### src/design/mst_pkg.sv
// Shared types, codes and constants of the multi-slot software timer.
`timescale 1ns / 1ps

package mst_pkg;

  // Default sizing
  localparam int unsigned NUM_SLOTS_DEF  = 32;
  localparam int unsigned TICK_WIDTH_DEF = 32;

  // Fixed field widths
  localparam int unsigned ID_W   = 16;
  localparam int unsigned CFG_W  = 16;
  localparam int unsigned NEXT_W = 31;
  localparam int unsigned FUNC_W = 2;

  // Saturation value of the reported next interval
  localparam logic [NEXT_W-1:0] NEXT_SAT = 31'h7fff_ffff;

  // Register reset values
  localparam logic [CFG_W-1:0] MIN_REG_RST  = 16'd4;
  localparam logic [CFG_W-1:0] MIN_TICK_RST = 16'd40;

  // Register indexes
  localparam logic REG_MIN_REGISTER = 1'b0;
  localparam logic REG_MIN_TICK     = 1'b1;

  // Item function codes
  localparam logic [FUNC_W-1:0] FUNC_REGISTER   = 2'd0;
  localparam logic [FUNC_W-1:0] FUNC_UNREGISTER = 2'd1;
  localparam logic [FUNC_W-1:0] FUNC_TICK       = 2'd2;

  // Result kinds
  localparam logic KIND_FIRE  = 1'b0;
  localparam logic KIND_CLOSE = 1'b1;

  // Sequencer states
  typedef enum logic [2:0] {
    ST_IDLE,
    ST_SEARCH,
    ST_LOAD,
    ST_SCAN,
    ST_CLOSE
  } state_t;

  // Per-slot update outcome
  typedef struct packed {
    logic fired;  // count reached zero or below
    logic keep;   // slot stays active afterwards
  } slot_status_t;

endpackage

### src/design/mst_ram.sv
// Generic simple dual-port RAM, one write and one registered read port.
`timescale 1ns / 1ps

module mst_ram #(
  parameter int unsigned WIDTH = 8,
  parameter int unsigned DEPTH = 32
) (
  input  logic                                    clk,
  input  logic                                    we,
  input  logic [((DEPTH > 1) ? $clog2(DEPTH) : 1)-1:0] waddr,
  input  logic [WIDTH-1:0]                        wdata,
  input  logic                                    re,
  input  logic [((DEPTH > 1) ? $clog2(DEPTH) : 1)-1:0] raddr,
  output logic [WIDTH-1:0]                        rdata
);

  logic [WIDTH-1:0] mem_r [DEPTH];
  logic [WIDTH-1:0] rdata_r;

  // Write port
  always_ff @(posedge clk) begin
    if (we) begin
      mem_r[waddr] <= wdata;
    end
  end

  // Read port, data held while not enabled
  always_ff @(posedge clk) begin
    if (re) begin
      rdata_r <= mem_r[raddr];
    end
  end

  assign rdata = rdata_r;

endmodule

### src/design/mst_slot_alu.sv
// Per-slot countdown, expiry test and periodic reload arithmetic.
`timescale 1ns / 1ps

module mst_slot_alu #(
  parameter int unsigned TICK_WIDTH = mst_pkg::TICK_WIDTH_DEF
) (
  input  logic [TICK_WIDTH-1:0] remaining,
  input  logic [TICK_WIDTH-1:0] period,
  input  logic [TICK_WIDTH-1:0] elapsed,
  input  logic                  single,
  output mst_pkg::slot_status_t status,
  output logic [TICK_WIDTH-1:0] new_remaining
);

  logic                  fired;
  logic [TICK_WIDTH-1:0] diff;
  logic [TICK_WIDTH:0]   sum;
  logic [TICK_WIDTH:0]   reload_full;
  logic [TICK_WIDTH-1:0] reload;

  // Expired when the count would drop to zero or below
  assign fired = (remaining <= elapsed);
  assign diff  = remaining - elapsed;

  // Reload: remaining - elapsed + period, floored at zero (never above period)
  assign sum         = {1'b0, remaining} + {1'b0, period};
  assign reload_full = sum - {1'b0, elapsed};
  assign reload      = (sum > {1'b0, elapsed}) ? reload_full[TICK_WIDTH-1:0] : '0;

  always_comb begin
    if (!fired) begin
      new_remaining = diff;
    end else if (single) begin
      new_remaining = '0;
    end else begin
      new_remaining = reload;
    end
  end

  assign status.fired = fired;
  assign status.keep  = !fired || !single;

endmodule

### src/design/multi_slot_software_timer.sv
// Top level of the multi-slot software timer table.
//
// Use: items enter on the in_ channel (in_valid / in_stall) and each gives a
// run of result beats on the out_ channel (out_valid / out_stall): one fire
// beat per expired slot in slot order, then one closing beat with out_last set.
// Two 16-bit minimum registers sit behind the APB port at byte addresses 0, 4.
// Slot state lives in one RAM entry per slot; valid bits are flip-flops.
// Work per item; a pass reads one slot per cycle through the RAM read port unless stalled:
//   tick                 countdown pass
//   register, id nonzero id search pass, slot load, countdown pass
//   unregister, id nonzero id search pass
//   anything else        closing beat only
// The rate is set by the single RAM read port visited once per slot per pass.
// Closing beats enter the output register from ST_CLOSE, fire beats from ST_SCAN.
// Reset frees every slot and restores the minimum registers; no clearing
// pass is needed. When the receiver stalls, the pass holds at the slot that
// must emit until the output register frees up; a new item is accepted once
// the closing beat is in the output register.
`timescale 1ns / 1ps

module multi_slot_software_timer #(
  parameter int unsigned NUM_SLOTS  = mst_pkg::NUM_SLOTS_DEF,
  parameter int unsigned TICK_WIDTH = mst_pkg::TICK_WIDTH_DEF
) (
  input  logic        clk,
  input  logic        rst_n,
  // input channel
  input  logic        in_valid,
  output logic        in_stall,
  input  logic [1:0]  in_func,
  input  logic [15:0] in_client_id,
  input  logic [31:0] in_interval_ticks,
  input  logic        in_one_shot,
  input  logic [31:0] in_elapsed_ticks,
  // result channel
  output logic        out_valid,
  input  logic        out_stall,
  output logic        out_kind,
  output logic [15:0] out_fired_id,
  output logic        out_ok,
  output logic        out_next_valid,
  output logic [30:0] out_next_interval,
  output logic        out_last,
  // configuration port
  input  logic        psel,
  input  logic        penable,
  input  logic        pwrite,
  input  logic [2:0]  paddr,
  input  logic [31:0] pwdata,
  output logic [31:0] prdata,
  output logic        pready
);

  localparam int IW    = (NUM_SLOTS > 1) ? $clog2(NUM_SLOTS) : 1;
  localparam int CW    = $clog2(NUM_SLOTS + 1);
  localparam int MW    = (TICK_WIDTH > 31) ? TICK_WIDTH : 31;
  localparam int ID_W  = mst_pkg::ID_W;
  localparam int ENT_W = 1 + 2 * TICK_WIDTH + ID_W;

  // RAM entry field positions
  localparam int REM_LO = ID_W;
  localparam int PER_LO = ID_W + TICK_WIDTH;
  localparam int SGL_B  = ENT_W - 1;

  // ---------------- state and registers ----------------
  mst_pkg::state_t state_r, state_nxt;

  logic [15:0]           cfg_min_reg_r;
  logic [15:0]           cfg_min_tick_r;

  logic [1:0]            func_r;
  logic [15:0]           id_r;
  logic [TICK_WIDTH-1:0] interval_r;
  logic                  single_r;
  logic [TICK_WIDTH-1:0] elapsed_r;

  logic [CW-1:0]         rd_idx_r;
  logic                  s1_v_r;
  logic [IW-1:0]         s1_idx_r;

  logic                  match_found_r;
  logic [IW-1:0]         match_idx_r;
  logic                  free_found_r;
  logic [IW-1:0]         free_idx_r;
  logic                  tgt_v_r;
  logic [IW-1:0]         tgt_idx_r;

  logic                  ok_r;
  logic                  any_r;
  logic [30:0]           min_r;

  logic [NUM_SLOTS-1:0]  slot_valid_r;

  logic                  out_valid_r;
  logic                  out_kind_r;
  logic [15:0]           out_fired_id_r;
  logic                  out_ok_r;
  logic                  out_next_valid_r;
  logic [30:0]           out_next_interval_r;
  logic                  out_last_r;

  // ---------------- control signals ----------------
  logic                  in_accept;
  logic                  out_free;
  logic                  rd_more;
  logic                  pass_done;
  logic                  s1_live;
  logic                  skip_hit;
  logic                  need_emit;
  logic                  pipe_go;
  logic                  load_hit;
  logic [IW-1:0]         load_idx;
  logic                  out_load;
  logic                  cfg_wr;

  logic                  ram_we;
  logic [IW-1:0]         ram_waddr;
  logic [ENT_W-1:0]      ram_wdata;
  logic                  ram_re;
  logic [IW-1:0]         ram_raddr;
  logic [ENT_W-1:0]      ram_rdata;

  logic [15:0]           ent_client;
  logic [TICK_WIDTH-1:0] ent_rem;
  logic [TICK_WIDTH-1:0] ent_per;
  logic                  ent_single;
  logic [TICK_WIDTH-1:0] elapsed_eff;

  mst_pkg::slot_status_t alu_status;
  logic [TICK_WIDTH-1:0] alu_rem;

  logic [15:0]           minimum;
  logic [30:0]           next_raised;

  // ---------------- slot store ----------------
  mst_ram #(
    .WIDTH (ENT_W),
    .DEPTH (NUM_SLOTS)
  ) u_slot_ram (
    .clk   (clk),
    .we    (ram_we),
    .waddr (ram_waddr),
    .wdata (ram_wdata),
    .re    (ram_re),
    .raddr (ram_raddr),
    .rdata (ram_rdata)
  );

  assign ent_client = ram_rdata[ID_W-1:0];
  assign ent_rem    = ram_rdata[REM_LO +: TICK_WIDTH];
  assign ent_per    = ram_rdata[PER_LO +: TICK_WIDTH];
  assign ent_single = ram_rdata[SGL_B];

  // Freshly loaded slot is not counted down in this item
  assign skip_hit    = tgt_v_r && (s1_idx_r == tgt_idx_r);
  assign elapsed_eff = skip_hit ? '0 : elapsed_r;

  mst_slot_alu #(
    .TICK_WIDTH (TICK_WIDTH)
  ) u_slot_alu (
    .remaining     (ent_rem),
    .period        (ent_per),
    .elapsed       (elapsed_eff),
    .single        (ent_single),
    .status        (alu_status),
    .new_remaining (alu_rem)
  );

  // ---------------- handshake and pass status ----------------
  assign in_accept = in_valid && !in_stall;
  assign out_free  = !out_valid_r || !out_stall;
  assign rd_more   = (rd_idx_r != CW'(NUM_SLOTS));
  assign pass_done = !rd_more && !s1_v_r;
  assign s1_live   = s1_v_r && slot_valid_r[s1_idx_r];
  assign need_emit = s1_live && alu_status.fired;
  assign load_hit  = match_found_r || free_found_r;
  assign load_idx  = match_found_r ? match_idx_r : free_idx_r;
  assign cfg_wr    = psel && penable && pwrite && pready;

  assign minimum     = (func_r == mst_pkg::FUNC_REGISTER) ? cfg_min_reg_r : cfg_min_tick_r;
  assign next_raised = (min_r < 31'(minimum)) ? 31'(minimum) : min_r;

  // ---------------- next state ----------------
  always_comb begin
    state_nxt = state_r;
    case (state_r)
      mst_pkg::ST_IDLE: begin
        if (in_accept) begin
          case (in_func)
            mst_pkg::FUNC_REGISTER,
            mst_pkg::FUNC_UNREGISTER: begin
              state_nxt = (in_client_id != '0) ? mst_pkg::ST_SEARCH : mst_pkg::ST_CLOSE;
            end
            mst_pkg::FUNC_TICK: begin
              state_nxt = mst_pkg::ST_SCAN;
            end
            default: begin
              state_nxt = mst_pkg::ST_CLOSE;
            end
          endcase
        end
      end
      mst_pkg::ST_SEARCH: begin
        if (pass_done) begin
          state_nxt = (func_r == mst_pkg::FUNC_REGISTER) ? mst_pkg::ST_LOAD : mst_pkg::ST_CLOSE;
        end
      end
      mst_pkg::ST_LOAD: begin
        state_nxt = mst_pkg::ST_SCAN;
      end
      mst_pkg::ST_SCAN: begin
        if (pass_done) begin
          state_nxt = mst_pkg::ST_CLOSE;
        end
      end
      mst_pkg::ST_CLOSE: begin
        if (out_free) begin
          state_nxt = mst_pkg::ST_IDLE;
        end
      end
      default: begin
        state_nxt = mst_pkg::ST_IDLE;
      end
    endcase
  end

  // ---------------- control outputs ----------------
  always_comb begin
    in_stall  = 1'b1;
    pipe_go   = 1'b0;
    ram_we    = 1'b0;
    ram_waddr = s1_idx_r;
    ram_wdata = {ent_single, ent_per, alu_rem, ent_client};
    out_load  = 1'b0;
    case (state_r)
      mst_pkg::ST_IDLE: begin
        in_stall = 1'b0;
      end
      mst_pkg::ST_SEARCH: begin
        pipe_go = 1'b1;
      end
      mst_pkg::ST_LOAD: begin
        ram_we    = load_hit;
        ram_waddr = load_idx;
        ram_wdata = {single_r, interval_r, interval_r, id_r};
      end
      mst_pkg::ST_SCAN: begin
        // hold the pass while a fire beat cannot be placed
        pipe_go  = !need_emit || out_free;
        ram_we   = pipe_go && s1_live;
        out_load = pipe_go && need_emit;
      end
      mst_pkg::ST_CLOSE: begin
        out_load = out_free;
      end
      default: begin
        in_stall = 1'b1;
      end
    endcase
  end

  assign ram_re    = pipe_go && rd_more;
  assign ram_raddr = rd_idx_r[IW-1:0];

  // ---------------- sequencer state ----------------
  always_ff @(posedge clk) begin
    if (!rst_n) begin
      state_r <= mst_pkg::ST_IDLE;
    end else begin
      state_r <= state_nxt;
    end
  end

  // ---------------- item payload capture ----------------
  always_ff @(posedge clk) begin
    if (in_accept) begin
      func_r     <= in_func;
      id_r       <= in_client_id;
      interval_r <= TICK_WIDTH'(in_interval_ticks);
      single_r   <= in_one_shot;
      elapsed_r  <= TICK_WIDTH'(in_elapsed_ticks);
    end
  end

  // ---------------- slot pass pipeline ----------------
  always_ff @(posedge clk) begin
    if (!rst_n) begin
      rd_idx_r <= '0;
      s1_v_r   <= 1'b0;
    end else if (in_accept || (state_r == mst_pkg::ST_LOAD)) begin
      rd_idx_r <= '0;
      s1_v_r   <= 1'b0;
    end else if (pipe_go) begin
      if (rd_more) begin
        rd_idx_r <= rd_idx_r + 1'b1;
        s1_v_r   <= 1'b1;
      end else begin
        s1_v_r <= 1'b0;
      end
    end
  end

  always_ff @(posedge clk) begin
    if (pipe_go && rd_more) begin
      s1_idx_r <= rd_idx_r[IW-1:0];
    end
  end

  // ---------------- id search results and load target ----------------
  always_ff @(posedge clk) begin
    if (!rst_n) begin
      match_found_r <= 1'b0;
      free_found_r  <= 1'b0;
      tgt_v_r       <= 1'b0;
    end else if (in_accept) begin
      match_found_r <= 1'b0;
      free_found_r  <= 1'b0;
      tgt_v_r       <= 1'b0;
    end else if ((state_r == mst_pkg::ST_SEARCH) && s1_v_r) begin
      if (s1_live && (ent_client == id_r) && !match_found_r) begin
        match_found_r <= 1'b1;
      end
      if (!slot_valid_r[s1_idx_r] && !free_found_r) begin
        free_found_r <= 1'b1;
      end
    end else if (state_r == mst_pkg::ST_LOAD) begin
      tgt_v_r <= load_hit;
    end
  end

  always_ff @(posedge clk) begin
    if ((state_r == mst_pkg::ST_SEARCH) && s1_v_r) begin
      if (s1_live && (ent_client == id_r) && !match_found_r) begin
        match_idx_r <= s1_idx_r;
      end
      if (!slot_valid_r[s1_idx_r] && !free_found_r) begin
        free_idx_r <= s1_idx_r;
      end
    end
    if (state_r == mst_pkg::ST_LOAD) begin
      tgt_idx_r <= load_idx;
    end
  end

  // ---------------- item status: ok flag, active flag, earliest count ----------------
  always_ff @(posedge clk) begin
    if (!rst_n) begin
      ok_r  <= 1'b0;
      any_r <= 1'b0;
      min_r <= mst_pkg::NEXT_SAT;
    end else if (in_accept) begin
      ok_r  <= (in_func == mst_pkg::FUNC_TICK);
      any_r <= 1'b0;
      min_r <= mst_pkg::NEXT_SAT;
    end else begin
      if (state_r == mst_pkg::ST_LOAD) begin
        ok_r <= load_hit;
      end
      if ((state_r == mst_pkg::ST_SEARCH) && pass_done
          && (func_r == mst_pkg::FUNC_UNREGISTER)) begin
        ok_r <= match_found_r;
      end
      if ((state_r == mst_pkg::ST_SCAN) && pipe_go && s1_live && alu_status.keep) begin
        any_r <= 1'b1;
        if (MW'(alu_rem) < MW'(min_r)) begin
          min_r <= 31'(alu_rem);
        end
      end
    end
  end

  // ---------------- slot valid bits ----------------
  always_ff @(posedge clk) begin
    if (!rst_n) begin
      slot_valid_r <= '0;
    end else begin
      if ((state_r == mst_pkg::ST_LOAD) && load_hit) begin
        slot_valid_r[load_idx] <= 1'b1;
      end
      if ((state_r == mst_pkg::ST_SCAN) && pipe_go && s1_live
          && alu_status.fired && !alu_status.keep) begin
        slot_valid_r[s1_idx_r] <= 1'b0;
      end
      if ((state_r == mst_pkg::ST_SEARCH) && pass_done
          && (func_r == mst_pkg::FUNC_UNREGISTER) && match_found_r) begin
        slot_valid_r[match_idx_r] <= 1'b0;
      end
    end
  end

  // ---------------- output register ----------------
  always_ff @(posedge clk) begin
    if (!rst_n) begin
      out_valid_r <= 1'b0;
    end else if (out_load) begin
      out_valid_r <= 1'b1;
    end else if (!out_stall) begin
      out_valid_r <= 1'b0;
    end
  end

  always_ff @(posedge clk) begin
    if (out_load) begin
      if (state_r == mst_pkg::ST_CLOSE) begin
        out_kind_r          <= mst_pkg::KIND_CLOSE;
        out_fired_id_r      <= '0;
        out_ok_r            <= ok_r;
        out_next_valid_r    <= any_r;
        out_next_interval_r <= any_r ? next_raised : '0;
        out_last_r          <= 1'b1;
      end else begin
        out_kind_r          <= mst_pkg::KIND_FIRE;
        out_fired_id_r      <= ent_client;
        out_ok_r            <= 1'b0;
        out_next_valid_r    <= 1'b0;
        out_next_interval_r <= '0;
        out_last_r          <= 1'b0;
      end
    end
  end

  assign out_valid         = out_valid_r;
  assign out_kind          = out_kind_r;
  assign out_fired_id      = out_fired_id_r;
  assign out_ok            = out_ok_r;
  assign out_next_valid    = out_next_valid_r;
  assign out_next_interval = out_next_interval_r;
  assign out_last          = out_last_r;

  // ---------------- configuration registers ----------------
  always_ff @(posedge clk) begin
    if (!rst_n) begin
      cfg_min_reg_r  <= mst_pkg::MIN_REG_RST;
      cfg_min_tick_r <= mst_pkg::MIN_TICK_RST;
    end else if (cfg_wr) begin
      case (paddr[2])
        mst_pkg::REG_MIN_REGISTER: cfg_min_reg_r  <= pwdata[15:0];
        mst_pkg::REG_MIN_TICK:     cfg_min_tick_r <= pwdata[15:0];
        default:                   cfg_min_reg_r  <= cfg_min_reg_r;
      endcase
    end
  end

  always_comb begin
    case (paddr[2])
      mst_pkg::REG_MIN_REGISTER: prdata = {16'h0000, cfg_min_reg_r};
      mst_pkg::REG_MIN_TICK:     prdata = {16'h0000, cfg_min_tick_r};
      default:                   prdata = '0;
    endcase
  end

  assign pready = 1'b1;

  // ---------------- assertions ----------------
`ifndef SYNTHESIS
  // an accepted item always starts work
  a_leave_idle: assert property (@(posedge clk) disable iff (!rst_n)
    in_valid && !in_stall |=> state_r != mst_pkg::ST_IDLE)
    else $error("accepted item left the sequencer idle");

  // write-back never hits the entry being read
  a_rw_apart: assert property (@(posedge clk) disable iff (!rst_n)
    ram_we && ram_re |-> ram_waddr != ram_raddr)
    else $error("slot RAM read and write collide");

  // stage index always trails the read counter
  a_s1_behind: assert property (@(posedge clk) disable iff (!rst_n)
    s1_v_r |-> CW'(s1_idx_r) < rd_idx_r)
    else $error("pass stage ahead of read counter");

  // a beat is only placed into a free output register
  a_load_free: assert property (@(posedge clk) disable iff (!rst_n)
    out_load |-> (!out_valid_r || !out_stall))
    else $error("output register overwritten");

  // fire beats carry no closing status
  a_fire_shape: assert property (@(posedge clk) disable iff (!rst_n)
    out_valid_r && (out_kind_r == mst_pkg::KIND_FIRE) |-> !out_last_r && !out_next_valid_r)
    else $error("fire beat with closing fields");
`endif

endmodule
### config.mk
export PLATFORM = sky130hd
export DESIGN_NAME = multi_slot_software_timer
export DESIGN_NICKNAME = d
export VERILOG_FILES = /design/src/design/mst_pkg.sv /design/src/design/mst_ram.sv /design/src/design/mst_slot_alu.sv /design/src/design/multi_slot_software_timer.sv
export SDC_FILE = /design/constraint.sdc
export NUM_CORES = 2
export LEC_CHECK = 0
export BUFFER_PORTS_ARGS = -buffer_cell sky130_fd_sc_hd__buf_4
export CAP_MARGIN = 20
export CORE_MARGIN = 3
export CORE_UTILIZATION = 60
export DETAILED_ROUTE_END_ITERATION = 10
export GPL_ROUTABILITY_DRIVEN = 0
export HOLD_SLACK_MARGIN = 0.08
export MAX_ROUTING_LAYER = met4
export PLACE_DENSITY = 0.77
export SLEW_MARGIN = 40
export SYNTH_ARGS = -nofsm -noshare
export SYNTH_HDL_FRONTEND = slang
export SYNTH_SLANG_ARGS = --single-unit
### constraint.sdc
create_clock -name clk -period 8.1 [get_ports clk]
set_input_delay 1.215 -clock clk [delete_from_list [all_inputs] [get_ports clk]]
set_output_delay 1.215 -clock clk [all_outputs]
set_load 0.01 [all_outputs]
==> results.sh <==
export IMPL_drcViolationCount=0
export IMPL_cp_common_cell="ha_1"
export IMPL_fin_nets=6603
export IMPL_ios=211
export IMPL_netlist_area_um2=119000
export IMPL_hold_buffers=0
export IMPL_cp_data_required_time_ns=8.82
export IMPL_clk_path_buf_depth=4
export IMPL_clockRootBuffer="clkbuf_16"
export IMPL_r2r_end="min_r[11]"
export IMPL_period_share=0.9587
export IMPL_synthFlopType="edfxtp_1"
export IMPL_hold_class="primary input to register"
export IMPL_ant_nets=0
export IMPL_setup_worst_path_end_class="register"
export IMPL_avgSynthCellArea_um2=20.05
export IMPL_hpwl_mm=176.4
export IMPL_grt_total_usage=0.3410
export IMPL_p_comb_frac=0.135
export IMPL_p_per_area_nw_per_um2=271.8
export IMPL_p_int_mw=27.44
export IMPL_p_sw_mw=9.214
export IMPL_reg2reg_from="u_slot_ram.rdata[48]"
export IMPL_async_reset_ff_frac=0
export IMPL_hold_violations=0
export IMPL_grt_pass1_vias=64340
export IMPL_post_cts_buffers=0
export IMPL_coreArea_um2=196000
export IMPL_syn_instance_count=5938
export IMPL_fp_row_count=162
export IMPL_synth_distinct_cells=96
export IMPL_final_common_cell="edfxtp_1"
export IMPL_final_cell_mix="edfxtp_1 (2826), mux4_2 (818), clkbuf_16 (311)"
export IMPL_path_clk_slew_ns=0.06
export IMPL_grt_pass1_wl_mm=475.6
export IMPL_maxCapViolCount=0
export IMPL_cts_tree="done"
export IMPL_ys_seq_area_frac=0.7315
export IMPL_firstDrtPassIters=9
export IMPL_fin_crit_ns=7.766
export IMPL_die_width_um=451.4
export IMPL_power_leakage_nw=42.89
export IMPL_holdCritStartpoint="in_elapsed_ticks[10]"
export IMPL_crit_path_max_incr_delay_ns=0.43
export IMPL_ys_warn_count=0
export IMPL_path_max_fanout=16
export IMPL_post_drt_wl_per_cell_um=36.60
export IMPL_start_kind="register"
export IMPL_syn2layout_area_growth_pct=13.27
export IMPL_die_area_um2=203800
export IMPL_post_place_ws_ns=0.1825
export IMPL_worstMarginPinSlew_ns=0.9372
export IMPL_skew_ns=0.08041
export IMPL_fmax_mhz=128.8
export IMPL_grt_max_degree=119
export IMPL_cp_slowest_cell="fa_1"
export IMPL_totalWireLength_mm=335.8
export IMPL_overflow=0
export IMPL_min_path_cells=1
export IMPL_initial_core_util=0.6073
export IMPL_drive_gt1_frac=0.2827
export IMPL_switching_share=0.2514
export IMPL_ys_ff_latch=2937
export IMPL_postLayoutCellArea_um2=134800
export IMPL_finalSetupViolCount=0
export IMPL_clock_power_share=0.367
export IMPL_clock_latency_ns=0.95
export IMPL_vias_per_cell=7.108
export IMPL_cts_resized=0
export IMPL_htree_levels=5
export IMPL_synth_edf_count=2826
export IMPL_peakVddDrop_v=0.0002149
export IMPL_r2r_slack_ns=0.33
export IMPL_crit_type="register to register"
export IMPL_vias=65220
export IMPL_crit_arrival_ns=8.48
export IMPL_grt_antenna_before_repair=6
export IMPL_cts_buffers=304
export IMPL_dpl_cell_area_um2=125200
export IMPL_die_y_um=451.4
export IMPL_finalMaxSlewViolations=0
export IMPL_drtIter0Drc=10780
export IMPL_hold_path_end="elapsed_r[10]"
export IMPL_reg2reg_depth=33
export IMPL_cts_sinks=2937
export IMPL_portBuffers=175
export IMPL_power_share_sequential=0.498
export IMPL_status="finished clean"
export IMPL_setup_slack_ns=0.3343
export IMPL_relSlewSlack=0.3733
==> sequential cells by signal, summed over array words and instances, names as in the netlist, 31 cells and up <==
register and cells:
elapsed_r 32, interval_r 32, min_r 31, u_slot_ram.rdata 81, slot_valid_r 32, u_slot_ram.mem_r 2592, out_next_interval 31
==> power by group through the flow <==
stage,Combinational (mW),Clock [mW],Sequential [mW]
detailed placement,4.71,0,18.6
CTS,4.77,13.6,18.2
floorplan,3.07,0,18.5
global placement,4.49,0,18.6
finish,4.94,13.5,18.2
global route,5.27,14.1,18.2
==> Yosys cell counts (13+ instances only) <==
cell      instances  share of area
mux2i_1          24         0.0020
o21a_1           31         0.0020
dfxtp_1         111          0.019
a21o_1           47         0.0030
nor2_1          248         0.0078
nor3b_1          21         0.0013
a211oi_1         13        0.00082
mux4_2          818           0.15
nor4_1           36         0.0019
a21oi_1         153         0.0064
o21ai_0          48         0.0020
nand3_1          59         0.0025
clkbuf_1        208         0.0066
nor2b_1          29         0.0015
buf_4            21         0.0013
buf_1            52         0.0016
nand2_1         344          0.011
and3_1           17        0.00089
o221ai_1         34         0.0025
inv_1            80         0.0025
xor2_1           33         0.0024
a21boi_0         31         0.0020
ha_1            143          0.015
and2_1           22         0.0012
edfxtp_1       2826           0.71
buf_2            14        0.00059
mux2_2          101         0.0096
o211ai_1         14        0.00088
a31oi_1          38         0.0020
nand2b_1         13        0.00068
nor3_1           34         0.0014
xnor2_1          57         0.0042
nand4_1          29         0.0015
==> logic make-up after synthesis <==
group           Yosys count  synth area share
other cells               2        0.00006309
flops                  2937            0.7315
compound gates          527           0.03093
fa+ha+maj               146           0.01553
simple gates            908           0.03543
mux                     943            0.1663
xor+xnor                 90          0.006622
buf+inv                 385           0.01355
==> metrics by stage <==
stage | power (mW) | hold slack [ns] | cells | utilization | setup TNS (ns)
after CTS | 36.59 | 0.4084 | 9166 | 0.6865 | 0
after global placement | 23.07 | 0.4588 | 8624 | 0.6362 | 0
final | 36.65 | 0.4658 | 9176 | 0.6879 | 0
after global routing | 37.64 | 0.4219 | 9174 | 0.6879 | -0.06070
after floorplan | 21.57 | 0.4064 | 5953 | - | 0
after detailed placement | 23.28 | 0.4694 | 8645 | 0.6389 | 0
==> final cells by class <==
type | instances | area, um2
repair buffers | 377 | 3821
fillers | 11480 | 61160
well taps | 2624 | 3283
clock inverters | 150 | 1292
diodes | 5 | 12.51
multi-input cells | 2631 | 31000
inverters | 81 | 306.5
clock buffers | 371 | 8028
flip-flops and latches | 2937 | 87100
==> worst max-delay path by stage <==
stage                                    start                     end  slack, ns  cells after the start
after floorplan                    s1_idx_r[0]  u_slot_ram.mem_r[3][0]       0.72                     21
after global placement    u_slot_ram.rdata[16]               min_r[22]       0.28                     32
after detailed placement  u_slot_ram.rdata[16]               min_r[22]       0.18                     32
after CTS                 u_slot_ram.rdata[48]               min_r[17]       0.11                     32
after global routing      u_slot_ram.rdata[48]               min_r[11]      -0.06                     33
final                     u_slot_ram.rdata[48]               min_r[11]       0.33                     33
==> per-layer routing <==
metal  GRT usage  routed length (um)  vias to the layer above  share of wire
met5           -                   0                        -              0
met4      0.1735               20520                        0          0.061
met3     0.06895               38520                     1001           0.11
met2      0.5140              160700                     5306           0.48
met1      0.4495              116000                    33620           0.35
li1            -                   -                    25290              -
==> worst max-delay path: cells and delay by family (launching register included) <==
kind | cells | cell delay [ns]
flops | 1 | 0.40
simple gates | 9 | 1.51
compound gates | 18 | 3.81
buf+inv | 2 | 0.47
fa+ha+maj | 4 | 1.32
Power figures use the tool's default switching activity.
